[src/design/lbrle_pkg.sv]
// ----------------------------------------------------------------------------
// lbrle_pkg: shared types and constants
// word layouts, register indexes and helpers for the block run-length encoder
// ----------------------------------------------------------------------------
`default_nettype none

package lbrle_pkg;

  localparam int DEF_MAX_BLOCK_SIDE = 64;

  localparam int CFG_IDX_W  = 1;
  localparam int CFG_DATA_W = 10;
  localparam int SIDE_W     = 7;
  localparam int DIFF_W     = 10;
  localparam int LEN_W      = 13;

  localparam logic [CFG_IDX_W-1:0] CFG_BLOCK_SIDE = 1'b0;
  localparam logic [CFG_IDX_W-1:0] CFG_MAX_DIFF   = 1'b1;

  localparam logic [SIDE_W-1:0] BLOCK_SIDE_RST = 7'd8;
  localparam logic [LEN_W-1:0]  LEN_MAX        = 13'h1fff;

  typedef struct packed {
    logic [7:0] pixel_blue;
    logic [7:0] pixel_green;
    logic [7:0] pixel_red;
    logic       end_of_image;
  } pix_t;

  typedef struct packed {
    logic [7:0]       run_blue;
    logic [7:0]       run_green;
    logic [7:0]       run_red;
    logic [LEN_W-1:0] run_count;
    logic             final_run;
  } run_t;

  // results of one pixel, first result in r0
  typedef struct packed {
    logic [1:0] n;
    run_t       r0;
    run_t       r1;
  } push_t;

  // last position index of a block: side clamped to 1..max_side, squared, minus one
  function automatic int area_m1(input int side, input int max_side);
    int s;
    s = side;
    if (s < 1) s = 1;
    if (s > max_side) s = max_side;
    return s * s - 1;
  endfunction

  function automatic logic [DIFF_W-1:0] abs_diff(input logic [7:0] a, input logic [7:0] b);
    logic [7:0] d;
    d = (a > b) ? (a - b) : (b - a);
    return {{(DIFF_W-8){1'b0}}, d};
  endfunction

endpackage

`default_nettype wire

[src/design/lbrle_core.sv]
// ----------------------------------------------------------------------------
// lbrle_core: input register and run update
// holds the open run, block position and config, emits up to two runs per pixel
// ----------------------------------------------------------------------------
`default_nettype none

module lbrle_core
  import lbrle_pkg::*;
#(
  parameter int MAX_BLOCK_SIDE = DEF_MAX_BLOCK_SIDE
) (
  input  wire logic                  clk,
  input  wire logic                  rst_n,
  input  wire logic                  in_valid,
  output logic                       in_stall,
  input  wire pix_t                  in_data,
  input  wire logic                  cfg_we,
  input  wire logic [CFG_IDX_W-1:0]  cfg_index,
  input  wire logic [CFG_DATA_W-1:0] cfg_data,
  input  wire logic                  room,
  output push_t                      push
);

  localparam int AREA = MAX_BLOCK_SIDE * MAX_BLOCK_SIDE;
  localparam int PW   = (AREA > 1) ? $clog2(AREA) : 1;

  logic [PW-1:0]     area_m1_r;
  logic [DIFF_W-1:0] max_diff_r;

  logic              s1_valid_r, s1_valid_nxt;
  pix_t              s1_data_r;

  logic [7:0]        held_b_r, held_b_nxt;
  logic [7:0]        held_g_r, held_g_nxt;
  logic [7:0]        held_r_r, held_r_nxt;
  logic [LEN_W-1:0]  len_r, len_nxt;
  logic [PW-1:0]     pos_r, pos_nxt;
  logic              open_r, open_nxt;

  logic              go, accept, last, similar;
  logic [DIFF_W-1:0] diff;
  run_t              held_run, close_run;

  assign go       = s1_valid_r && room;
  assign in_stall = s1_valid_r && !room;
  assign accept   = in_valid && !in_stall;

  assign s1_valid_nxt = accept ? 1'b1 : (go ? 1'b0 : s1_valid_r);

  assign last    = (pos_r >= area_m1_r);
  assign diff    = abs_diff(held_b_r, s1_data_r.pixel_blue)
                 + abs_diff(held_g_r, s1_data_r.pixel_green)
                 + abs_diff(held_r_r, s1_data_r.pixel_red);
  assign similar = (diff <= max_diff_r);

  assign held_run = '{run_blue: held_b_r, run_green: held_g_r, run_red: held_r_r,
                      run_count: len_r, final_run: 1'b0};

  always_comb begin
    held_b_nxt = held_b_r;
    held_g_nxt = held_g_r;
    held_r_nxt = held_r_r;
    len_nxt    = len_r;
    pos_nxt    = pos_r;
    open_nxt   = open_r;
    push       = '0;
    close_run  = '0;
    if (go) begin
      if (!open_r || last || !similar) begin
        // current run closes (if any), pixel opens a new run
        if (open_r) begin
          push.r0 = held_run;
          push.n  = 2'd1;
        end
        held_b_nxt = s1_data_r.pixel_blue;
        held_g_nxt = s1_data_r.pixel_green;
        held_r_nxt = s1_data_r.pixel_red;
        len_nxt    = {{(LEN_W-1){1'b0}}, 1'b1};
        open_nxt   = 1'b1;
      end else if (len_r != LEN_MAX) begin
        len_nxt = len_r + 1'b1;
      end
      pos_nxt = last ? '0 : pos_r + 1'b1;
      if (s1_data_r.end_of_image) begin
        close_run = '{run_blue: held_b_nxt, run_green: held_g_nxt, run_red: held_r_nxt,
                      run_count: len_nxt, final_run: 1'b1};
        if (push.n == 2'd0) begin
          push.r0 = close_run;
        end else begin
          push.r1 = close_run;
        end
        push.n   = push.n + 2'd1;
        open_nxt = 1'b0;
        len_nxt  = '0;
        pos_nxt  = '0;
      end
    end
  end

  always_ff @(posedge clk) begin
    if (!rst_n) begin
      s1_valid_r <= 1'b0;
      held_b_r   <= '0;
      held_g_r   <= '0;
      held_r_r   <= '0;
      len_r      <= '0;
      pos_r      <= '0;
      open_r     <= 1'b0;
      area_m1_r  <= PW'(area_m1(int'(BLOCK_SIDE_RST), MAX_BLOCK_SIDE));
      max_diff_r <= '0;
    end else begin
      s1_valid_r <= s1_valid_nxt;
      held_b_r   <= held_b_nxt;
      held_g_r   <= held_g_nxt;
      held_r_r   <= held_r_nxt;
      len_r      <= len_nxt;
      pos_r      <= pos_nxt;
      open_r     <= open_nxt;
      if (cfg_we) begin
        case (cfg_index)
          CFG_BLOCK_SIDE: area_m1_r  <= PW'(area_m1(int'(cfg_data[SIDE_W-1:0]), MAX_BLOCK_SIDE));
          CFG_MAX_DIFF:   max_diff_r <= cfg_data[DIFF_W-1:0];
          default: ;
        endcase
      end
    end
  end

  always_ff @(posedge clk) begin
    if (accept) begin
      s1_data_r <= in_data;
    end
  end

endmodule

`default_nettype wire

[src/design/lbrle_ofifo.sv]
// ----------------------------------------------------------------------------
// lbrle_ofifo: result queue
// four-entry queue, takes up to two runs a cycle and, unless out_stall holds it, hands out one
// ----------------------------------------------------------------------------
`default_nettype none

module lbrle_ofifo
  import lbrle_pkg::*;
(
  input  wire logic  clk,
  input  wire logic  rst_n,
  input  wire push_t push,
  output logic       room,
  output logic       out_valid,
  input  wire logic  out_stall,
  output run_t       out_data
);

  run_t       mem [4];
  logic [1:0] wr_ptr_r, rd_ptr_r;
  logic [2:0] count_r;
  logic       pop;

  assign pop       = out_valid && !out_stall;
  assign out_valid = (count_r != 3'd0);
  assign out_data  = mem[rd_ptr_r];
  // space for two runs, judged on the registered fill
  assign room      = (count_r <= 3'd2);

  always_ff @(posedge clk) begin
    if (!rst_n) begin
      wr_ptr_r <= '0;
      rd_ptr_r <= '0;
      count_r  <= '0;
    end else begin
      wr_ptr_r <= wr_ptr_r + push.n;
      rd_ptr_r <= rd_ptr_r + {1'b0, pop};
      count_r  <= count_r + {1'b0, push.n} - {2'b00, pop};
    end
  end

  always_ff @(posedge clk) begin
    if (push.n != 2'd0) begin
      mem[wr_ptr_r] <= push.r0;
    end
    if (push.n == 2'd2) begin
      mem[wr_ptr_r + 2'd1] <= push.r1;
    end
  end

endmodule

`default_nettype wire

[src/design/lossy_block_run_length_encoder.sv]
// ----------------------------------------------------------------------------
// lossy_block_run_length_encoder: top level
// lossy run-length coding of bgr pixels streamed in block-scan order
// ----------------------------------------------------------------------------
//
//  channel  direction  handshake            word
//  in_      input      in_valid / in_stall  pix_t: pixel bgr, end_of_image
//  out_     output     out_valid/out_stall  run_t: run bgr, run_count, final_run
//  cfg_     input      cfg_we               cfg_index, cfg_data (no read-back)
//
//  one pixel word per cycle sustained while the queue has room; a pixel passes
//  the input register, then the result queue, before its first run word at out_
//  a pixel can make two run words, the queue drains them one per cycle while
//  out_stall is low, and in_stall rises when it cannot take two more
//  synchronous active-low reset: no open run, position zero, block side 8,
//  max_diff 0, queue empty
//
`default_nettype none

module lossy_block_run_length_encoder
  import lbrle_pkg::*;
#(
  parameter int MAX_BLOCK_SIDE = DEF_MAX_BLOCK_SIDE
) (
  input  wire logic                  clk,
  input  wire logic                  rst_n,
  input  wire logic                  in_valid,
  output logic                       in_stall,
  input  wire pix_t                  in_data,
  output logic                       out_valid,
  input  wire logic                  out_stall,
  output run_t                       out_data,
  input  wire logic                  cfg_we,
  input  wire logic [CFG_IDX_W-1:0]  cfg_index,
  input  wire logic [CFG_DATA_W-1:0] cfg_data
);

  // results of the pixel in the core register, queued next edge
  push_t push;
  // queue can take two more runs
  logic  room;

  lbrle_core #(
    .MAX_BLOCK_SIDE(MAX_BLOCK_SIDE)
  ) u_core (
    .clk      (clk),
    .rst_n    (rst_n),
    .in_valid (in_valid),
    .in_stall (in_stall),
    .in_data  (in_data),
    .cfg_we   (cfg_we),
    .cfg_index(cfg_index),
    .cfg_data (cfg_data),
    .room     (room),
    .push     (push)
  );

  // output side: holds finished runs so the input keeps moving
  lbrle_ofifo u_ofifo (
    .clk      (clk),
    .rst_n    (rst_n),
    .push     (push),
    .room     (room),
    .out_valid(out_valid),
    .out_stall(out_stall),
    .out_data (out_data)
  );

endmodule

`default_nettype wire

[config.mk]
export PLATFORM = sky130hd
export DESIGN_NAME = lossy_block_run_length_encoder
export DESIGN_NICKNAME = d
export VERILOG_FILES = /design/src/design/lbrle_pkg.sv /design/src/design/lbrle_core.sv /design/src/design/lbrle_ofifo.sv /design/src/design/lossy_block_run_length_encoder.sv
export SDC_FILE = /design/constraint.sdc
export NUM_CORES = 1
export LEC_CHECK = 0
export BUFFER_PORTS_ARGS = -buffer_cell sky130_fd_sc_hd__buf_4
export CORE_MARGIN = 10
export CORE_UTILIZATION = 57
export DETAILED_ROUTE_END_ITERATION = 6
export PLACE_DENSITY_LB_ADDON = 0.1
export REMOVE_ABC_BUFFERS = 1
export SLEW_MARGIN = 30
export SYNTH_ARGS = -nofsm -noshare
export SYNTH_HDL_FRONTEND = slang
export SYNTH_SLANG_ARGS = --single-unit
export TNS_END_PERCENT = 20
[constraint.sdc]
create_clock -name clk -period 8.9 [get_ports clk]
set_clock_uncertainty 0.2 [all_clocks]
set_input_delay 0.89 -clock clk [delete_from_list [all_inputs] [get_ports clk]]
set_output_delay 0.89 -clock clk [all_outputs]
set_load 0.05 [all_outputs]
# After elaboration in Yosys (flattened, before gate mapping)
# Memories as Yosys holds them, arrays and structs flattened. A register that Yosys moved wholly into a read port is not among the register bits.
# Cells that the tools add are included.
[word_totals]
in_bits = 41
ff_bits = 105
wordCells = 100
mem_count = 1
ram_bits = 152
[op_classes]
mux = 35
n_addsub = 17
mul = 1
n_eq_ne = 2
n_bitwise = 1
n_lt_le_gt_ge = 8
reduce_logical = 19
[memory_table]
columns = ["name", "words", "word_bits", "rd", "rd_clocked_by_memory_dff", "wr", "line_no", "source"]
rows = [
  ["u_ofifo.mem", 4, 38, 1, 1, 2, "lbrle_ofifo.sv:19", "run_t mem [4];"],
]
[ops]
columns = ["op", "count"]
rows = [
  ["32-bit 2-to-1 mux", 7],
  ["78-bit 2-to-1 mux", 2],
  ["40-bit 2-to-1 mux", 2],
  ["38-bit 2-to-1 mux", 2],
  ["8-bit 2-to-1 mux", 6],
  ["8-bit subtractor", 6],
  ["13-bit 2-to-1 mux", 3],
  ["39-bit 2-to-1 mux", 1],
  ["32-bit by 8-bit > comparator with 1-bit output, second input constant", 1],
  ["32-bit by 32-bit multiplier with 12-bit output", 1],
  ["8-bit > comparator", 3],
  ["12-bit 2-to-1 mux", 2],
  ["13-bit by 1-bit adder with 13-bit output, second input constant", 1],
  ["13-bit inequality test, second input constant", 1],
  ["12-bit by 1-bit adder with 12-bit output, second input constant", 1],
  ["12-bit >= comparator", 1],
  ["12-bit by 2-bit subtractor with 12-bit output, second input constant", 1],
  ["10-bit by 8-bit adder with 10-bit output", 1],
  ["10-bit less-or-equal comparator", 1],
  ["8-bit by 8-bit adder with 9-bit output", 1],
  ["1-bit 2-to-1 mux", 8],
  ["7-bit by 1-bit < comparator with 1-bit output, second input constant", 1],
  ["7-bit 2-to-1 mux", 1],
  ["2-bit AND reduction", 3],
  ["other kinds (15)", 26],
]

# Longest topological paths before layout
# Gate-level depths: netlist of the first run.
[depth]
word_depth = 16
depth_mapped = 36
depth_no_buf = 35

# Cells and area by module
# A second synthesis of the first run with hierarchy kept.
[hier_totals]
cells_unflattened = 1514
area_unflattened_um2 = 17001.3
[by_module_without_submodules]
columns = ["mod", "seq_area_each_um2", "cells_each", "area_per_inst_um2", "n_inst"]
rows = [
  ["lbrle_core", 2192.1, 1098, 9086.2, 1],
  ["lbrle_ofifo", 4704.5, 416, 7915.1, 1],
]

# Worst setup path after synthesis of the first run
# OpenSTA, ideal clock, no wires.
[synth_timing]
path_kind = "register to register"
start = "register u_core.s1_data_r[11] (netlist bit)"
end = "memory u_ofifo.mem[3][0] (netlist bit), enable pin"
setup_ns = 0.489
path_slack_ns = -0.498
period_less_slack_ns = 9.398
path_stages_with_launch = 30
t_arrival_ns = 8.710
n_path_buf = 3
cell_sequence = "edfxtp_1 ha_1 clkbuf_1 nand2_1 or4_1 o31ai_1 buf_4 mux2_2 ha_1 a21o_1 a21oi_1 o21ai_0 a21oi_1 o21ai_0 xor2_1 ha_1 a21oi_1 o21ai_0 xnor2_1 ha_1 and3_1 nand4_2 o221ai_2 nand2_1 a21oi_4 ha_1 clkbuf_1 nor2_1 a21oi_1 nor3b_1"
[synth_rtl]
columns = ["element", "line_no", "source"]
rows = [
  ["start, declared", "lbrle_core.sv:31", "pix_t s1_data_r;"],
  ["start signal, assigned", "lbrle_core.sv:131", "s1_data_r <= in_data;"],
  ["end, declared", "lbrle_ofifo.sv:19", ""],
]

==> flow_summary.yaml, run 1 <==
worst_setup_path:
  cp-startpoint: "u_core.s1_data_r[14]"
  critPathTopFamily: "simple AND/OR/NAND/NOR gates"
  arrival_ns: 8.35
  crit_path_frequent_cell: "ha_1"
  slowest_stage: "or4_1"
  endpoint: "u_ofifo.mem[3][32]"
  crit_required_ns: 8.99
  cpPeakStageDelay_ns: 0.57
  critPathKind: "reg -> reg"
  cp.depth: 30
  r2r_cells: 30
  rrSetupSlack_ns: 0.64
  reg2reg_to: "u_ofifo.mem[3][32]"
  worst-path-buf-inv: 2
  setup.worst_path.end_class: "flop"
  crit_fanout: 13
  r2r_start: "u_core.s1_data_r[14]"
  critPathLaunchType: "flop"
die:
  die_w_um: 190.1
  die_h_um: 190.1
  core_area_um2: 28630
  start_util: 0.5763
  num_io_pins: 81
  fp.dieArea_um2: 36150
  rows: 62
yosys:
  synth_top_area_cell: "edfxtp_1"
  netlist_area_um2: 16500
  synth_cell_types: 77
  syn_inst: 1582
  async_flop_share: 0
  synth-main-ff-cell: "edfxtp_1"
  synth_seq_cells: 256
  synth_top_area_share: 0.3222
  synth_area_leaders: "edfxtp_1 (32%), dfxtp_1 (9.6%), ha_1 (8.8%), mux4_2 (5.2%), a32o_1 (4.4%)"
  synth-edff-count: 177
  synth.avg_cell_area_um2: 10.43
  ys_seq_area_frac: 0.4181
  yosysWarnings: 0
drt:
  post_drt_via_cell_ratio: 6.165
  ant_nets: 0
  totalWireLength_mm: 42.88
  drc: 0
  vias: 12610
  dr.first_iter.drc_count: 1220
  wl_per_cell_um: 20.97
  dr.pass1.iters: 6
grt:
  grt_max_degree: 97
  first_global_vias: 12330
  antenna_found_initial: 1
  grt_overflow_total: 0
  grt_pass1_wl_mm: 67.96
  track_usage: 0.2332
cts:
  cts_buffers: 29
  root_buffer: "clkbuf_16"
  clock_latency_ns: 0.55
  htreeDepth: 1
  cts-hold-fix-buffers: 0
  path_clk_slew_ns: 0.06
  clock_sinks: 256
  cts_buffer_depth: 3
  cts_tree: "yes"
sta:
  slew_violations: 0
  worst_pin_slew_ns: 0.9615
  slew_headroom: 0.3575
  fmax_mhz: 121.1
  min_period_ns: 8.260
  setup_viol: 0
  fin_crit_sh: 0.9281
  rsz0062_at_grt: "no"
  hold_violations: 0
layout:
  drive_above_1_share: 0.1475
  syn2layout_area_growth_pct: 12.59
  diodes: 0
  fin_util: 0.6489
  layout.nets: 1828
placed_design:
  gp_congestion: 0.9295
  numPortBuffers: 80
  dp_hpwl_mm: 27.88
status:
  status: "finished clean"
job:
  drv_cap: 0
min_path:
  hold_path.class: "reg -> reg"
## cells in the mapped netlist (13+ instances only)
| master | number |
|---|---|
| edfxtp_1 | 177 |
| inv_1 | 154 |
| nand2_1 | 152 |
| ha_1 | 116 |
| a21oi_1 | 104 |
| nor2_1 | 81 |
| dfxtp_1 | 79 |
| a32o_1 | 72 |
| nand3_1 | 60 |
| clkbuf_1 | 52 |
| mux4_2 | 38 |
| xnor2_1 | 38 |
| a31oi_1 | 37 |
| fa_1 | 32 |
| o21ai_0 | 29 |
| o31ai_1 | 29 |
| o2bb2ai_1 | 24 |
| a21o_1 | 20 |
| buf_2 | 20 |
| mux2i_1 | 19 |
| xor2_1 | 18 |
| and3_1 | 17 |
| or3_1 | 16 |
| nor2b_1 | 14 |
| nor3_1 | 14 |
| and2_1 | 13 |
## layout make-up
class | instances | area, µm²
Clock buffer | 35 | 798.3
Clock inverter | 18 | 178.9
Fill cell | 2286 | 10050
Inverter | 155 | 581.8
Multi-Input combinational cell | 1088 | 8748
Sequential cell | 256 | 6899
Tap cell | 384 | 480.5
Timing Repair Buffer | 109 | 887.1
## routing by layer
| layer | track usage | wire length (µm) |
|---|---|---|
| met1 | 0.3154 | 18380 |
| met2 | 0.3787 | 20070 |
| met3 | 0.03717 | 3355 |
| met4 | 0.06929 | 1079 |
| met5 | 0 | 0 |
## flip-flops by register name (all words and copies together) (netlist names), 10 cells and up
name and flops:
u_ofifo.mem 152, u_core.s1_data_r 25, u_core.len_r 13, u_core.pos_r 12, u_core.area_m1_r 11, u_core.max_diff_r 10
## repair_timing
item                       in CTS  in global routing
setup endpoints to repair       0                167
resized for setup               0                  4
buffers inserted                0                  3
## worst min-delay path by stage
stage	from	endpoint	slack, ns	cells past startpoint
2_1_floorplan	u_core.max_diff_r[1]	u_core.max_diff_r[1]	0.24	2
3_3_place_gp	u_core.max_diff_r[3]	u_core.max_diff_r[3]	0.25	2
3_5_place_dp	u_core.max_diff_r[1]	u_core.max_diff_r[1]	0.25	2
4_1_cts	u_core.max_diff_r[1]	u_core.max_diff_r[1]	0.26	2
5_1_grt	u_core.max_diff_r[8]	u_core.max_diff_r[8]	0.28	2
6_report	u_core.max_diff_r[1]	u_core.max_diff_r[1]	0.26	2
## stage by stage
stage / hold slack, ns / area [µm²] / setup slack [ns] / cells / TNS [ns]
global route: 0.2814 / 18570 / 0.05160 / 2045 / 0
finish: 0.2559 / 18570 / 0.6403 / 2045 / 0
global placement: 0.2478 / 17490 / 0.4906 / 1987 / 0
detailed placement: 0.2513 / 17500 / 0.2126 / 1987 / 0
floorplan: 0.2363 / 16130 / -0.8237 / 1499 / -53.43
CTS: 0.2593 / 18470 / 0.1465 / 2040 / 0
## placed cells by master (no fill, tap or decap), types with 6 or more instances in the layout
cell type / netlist / final
nand2_1: 152 / 148
clkbuf_16: 0 / 29
inv_1: 154 / 153
nand3_1: 60 / 60
o31ai_1: 29 / 28
xnor2_1: 38 / 38
nand2b_1: 7 / 7
mux4_2: 38 / 38
o21ai_0: 29 / 29
nand4_1: 12 / 12
and2_1: 13 / 13
nor2b_1: 14 / 13
xor2_1: 18 / 18
nand2_2: 2 / 6
a31oi_1: 37 / 36
nor4_1: 10 / 10
a21o_1: 20 / 20
buf_4: 7 / 103
dfxtp_1: 79 / 77
mux2_2: 6 / 6
clkinv_1: 1 / 7
edfxtp_1: 177 / 177
o2bb2ai_1: 24 / 24
fa_1: 32 / 32
or3_1: 16 / 16
o211ai_1: 7 / 7
a32o_1: 72 / 72
conb_1: 2 / 7
ha_1: 116 / 116
o22ai_1: 12 / 12
nor3_1: 14 / 13
mux2i_1: 19 / 19
and3_1: 17 / 17
nor2_1: 81 / 79
a21oi_1: 104 / 104
## logic make-up after synthesis
group	count (synthesis)	synth area share
and+or+nand+nor	428	0.1283
buffers and inverters	243	0.05885
muxes	66	0.07000
xor gates and xnor gates	56	0.02973
DFF	256	0.4181
other	2	0.0004552
AOI/OAI and AO/OA	383	0.1678
adders and majority gates	148	0.1268
## worst min-delay path, stage by stage, from the launching register on
cell and delay [ns]:
dfxtp_1 0.31, nand2_1 0.05, a21oi_1 0.05
Power of run 1 is not shown: default switching activity piles up to over one toggle a cycle in this logic, so the estimate is an artifact.
==> inputs of run 2 (changes only) <==
- RECOVER_POWER: default -> 100
==> run 2 against run 1 <==
  * The flow now finishes with violations (max-capacitance violations, max-slew violations)
  * Non-clock buffer count unchanged
  * Sequential share of layout area up 0.54 points
  * Critical path depth unchanged
  * Core utilization shrank 0.95 points
==> flow_summary.yaml, run 2 (synthesis gave the netlist of run 1 again) <==
status:
  status: "complete, but fails checks"
  violations: "max-capacitance violations, max-slew violations"
grt:
  grt_pass1_wl_mm: 67.96
  antenna_found_initial: 1
  track_usage: 0.2332
  first_global_vias: 12330
  grt_max_degree: 97
  grt_overflow_total: 0
sta:
  hold_violations: 0
  fin_crit_sh: 0.9308
  slew_headroom: -1.189
  rsz0062_at_grt: "no"
  setup_viol: 0
  worst_pin_slew_ns: 3.283
  fmax_mhz: 120.7
  fin_hold_ws_ns: 0.2564
  min_period_ns: 8.284
  slew_violations: 165
placed_design:
  gp_congestion: 0.9295
  place_inst: 1987
  dp_hpwl_mm: 27.88
  numPortBuffers: 80
job:
  drv_cap: 4
layout:
  diodes: 0
  layout_commonest_cell: "edfxtp_1"
  largestRegisters: "u_ofifo.mem: 152 flops, u_core.s1_data_r: 25 flops, u_core.len_r: 13 flops"
  layout.nets: 1828
  largest_register_ffs: 152
  drive_above_1_share: 0.1114
  top_register: "u_ofifo.mem"
  fin_cells: 2045
  final_cell_mix: "edfxtp_1 (177), inv_1 (153), nand2_1 (150)"
  syn2layout_area_growth_pct: 10.94
  nFillCells: 2348
pwr:
  powerDensity_nw_per_um2: 422.5
  p_leak_uw: 0.006855
  vdd_ir_drop_max_mv: 0.5760
drt:
  wl_per_cell_um: 20.98
  dr.first_iter.drc_count: 1145
  top_layer: "met4"
  drc: 0
  post_drt_via_cell_ratio: 6.174
  ant_nets: 0
  wl_met2_mm: 20.14
  vias: 12630
  totalWireLength_mm: 42.91
  drt-met1-wl_mm: 18.39
  dr.pass1.iters: 6
  route.met3.wl_mm: 3.318
cts:
  cts_buffer_depth: 3
  cts_tree: "yes"
  path_clk_slew_ns: 0.06
  htreeDepth: 1
  cts_buffers: 29
  clock_sinks: 256
  clock_latency_ns: 0.55
  cts-hold-fix-buffers: 0
  root_buffer: "clkbuf_16"
worst_setup_path:
  critPathKind: "reg -> reg"
  r2r_cells: 30
  critPathLaunchType: "flop"
  setup.worst_path.end_class: "flop"
  crit_fanout: 13
  crit_required_ns: 8.99
  cpPeakStageDelay_ns: 0.57
  arrival_ns: 8.37
  crit_path_frequent_cell: "ha_1"
  slowest_stage: "or4_1"
die:
  die_h_um: 190.1
  start_util: 0.5763
  fp.dieArea_um2: 36150
  core_area_um2: 28630
  die_w_um: 190.1
  num_io_pins: 81
  rows: 62
min_path:
  min_path_cells: 2
  hold_path.class: "reg -> reg"
==> run 2: cell count changes in the layout (fill, tap and decap cells not counted), moves of 2 or more <==
cell	previous run	this run
buf_4	103	30
clkbuf_1	1	49
clkbuf_4	0	22
clkbuf_2	0	3
and2_0	1	3
nand2_1	148	150
nand2_2	6	4
==> run 2: worst max-delay path, delay by kind of cell, from the launching register on <==
kind / cells / cell delay, ns
multiplexers: 1 / 0.38
XOR/XNOR: 2 / 0.31
buffers and inverters: 2 / 0.52
AO/OA/AOI/OAI: 11 / 1.73
flip-flops: 1 / 0.49
AND/OR/NAND/NOR: 9 / 2.57
adder cells (fa/ha/maj): 5 / 1.81
==> run 2: cell type report <==
type / instances / area [µm²] / share of cell area
clock buffers: 35 / 798.3 / 0.04361
well taps: 384 / 480.5 / 0.02625
flip-flops and latches: 256 / 6898 / 0.3769
repair buffers: 109 / 689.4 / 0.03767
multi-input cells: 1088 / 8676 / 0.4740
clock inverters: 18 / 178.9 / 0.009776
inverters: 155 / 581.8 / 0.03179
==> run 2: worst paths after layout <==
| check | startpoint | endpoint | slack, ns |
|---|---|---|---|
| setup reg to reg | u_core.s1_data_r[14] | u_ofifo.mem[3][32] | 0.62 |
| hold reg to reg | u_core.max_diff_r[1] | u_core.max_diff_r[1] | 0.26 |
| setup / recovery | u_core.s1_data_r[14] | u_ofifo.mem[3][32] | 0.62 |
| hold / removal | u_core.max_diff_r[1] | u_core.max_diff_r[1] | 0.26 |
==> run 2: power breakdown <==
| group | internal, µW | leakage, µW | switching, µW |
|---|---|---|---|
| combinational | 1870 | 0.00410 | 3010 |
| sequential | 1480 | 0.00228 | 142 |
| clock | 725 | 0.000474 | 498 |
| total | 4080 | 0.00686 | 3650 |
==> run 2: per-stage QoR <==
step | setup WS (ns) | util | instance area [µm²] | TNS [ns] | power [µW]
floorplan | -0.8237 | - | 16130 | -53.43 | 5828
global route | 0.03105 | 0.6394 | 18300 | 0 | 8326
finish | 0.6159 | 0.6394 | 18300 | 0 | 7733
detailed placement | 0.2126 | 0.6112 | 17500 | 0 | 7175
global placement | 0.4906 | 0.6109 | 17490 | 0 | 7056
CTS | 0.1465 | 0.6454 | 18470 | 0 | 8417
==> run 2: per-layer routing <==
| metal | vias up | track usage |
|---|---|---|
| met5 | - | 0 |
| met1 | 6077 | 0.3154 |
| met4 | 0 | 0.06929 |
| met2 | 494 | 0.3787 |
| li1 | 5977 | - |
| met3 | 78 | 0.03717 |
==> run 2: timing repair <==
item | 4_1_cts | 5_1_grt
resized for setup | 0 | 4
setup endpoints to repair | 0 | 167
hold endpoints to repair | 0 | 0
setup buffers | 0 | 3
Note: power is estimated with default switching activity, not from simulation.
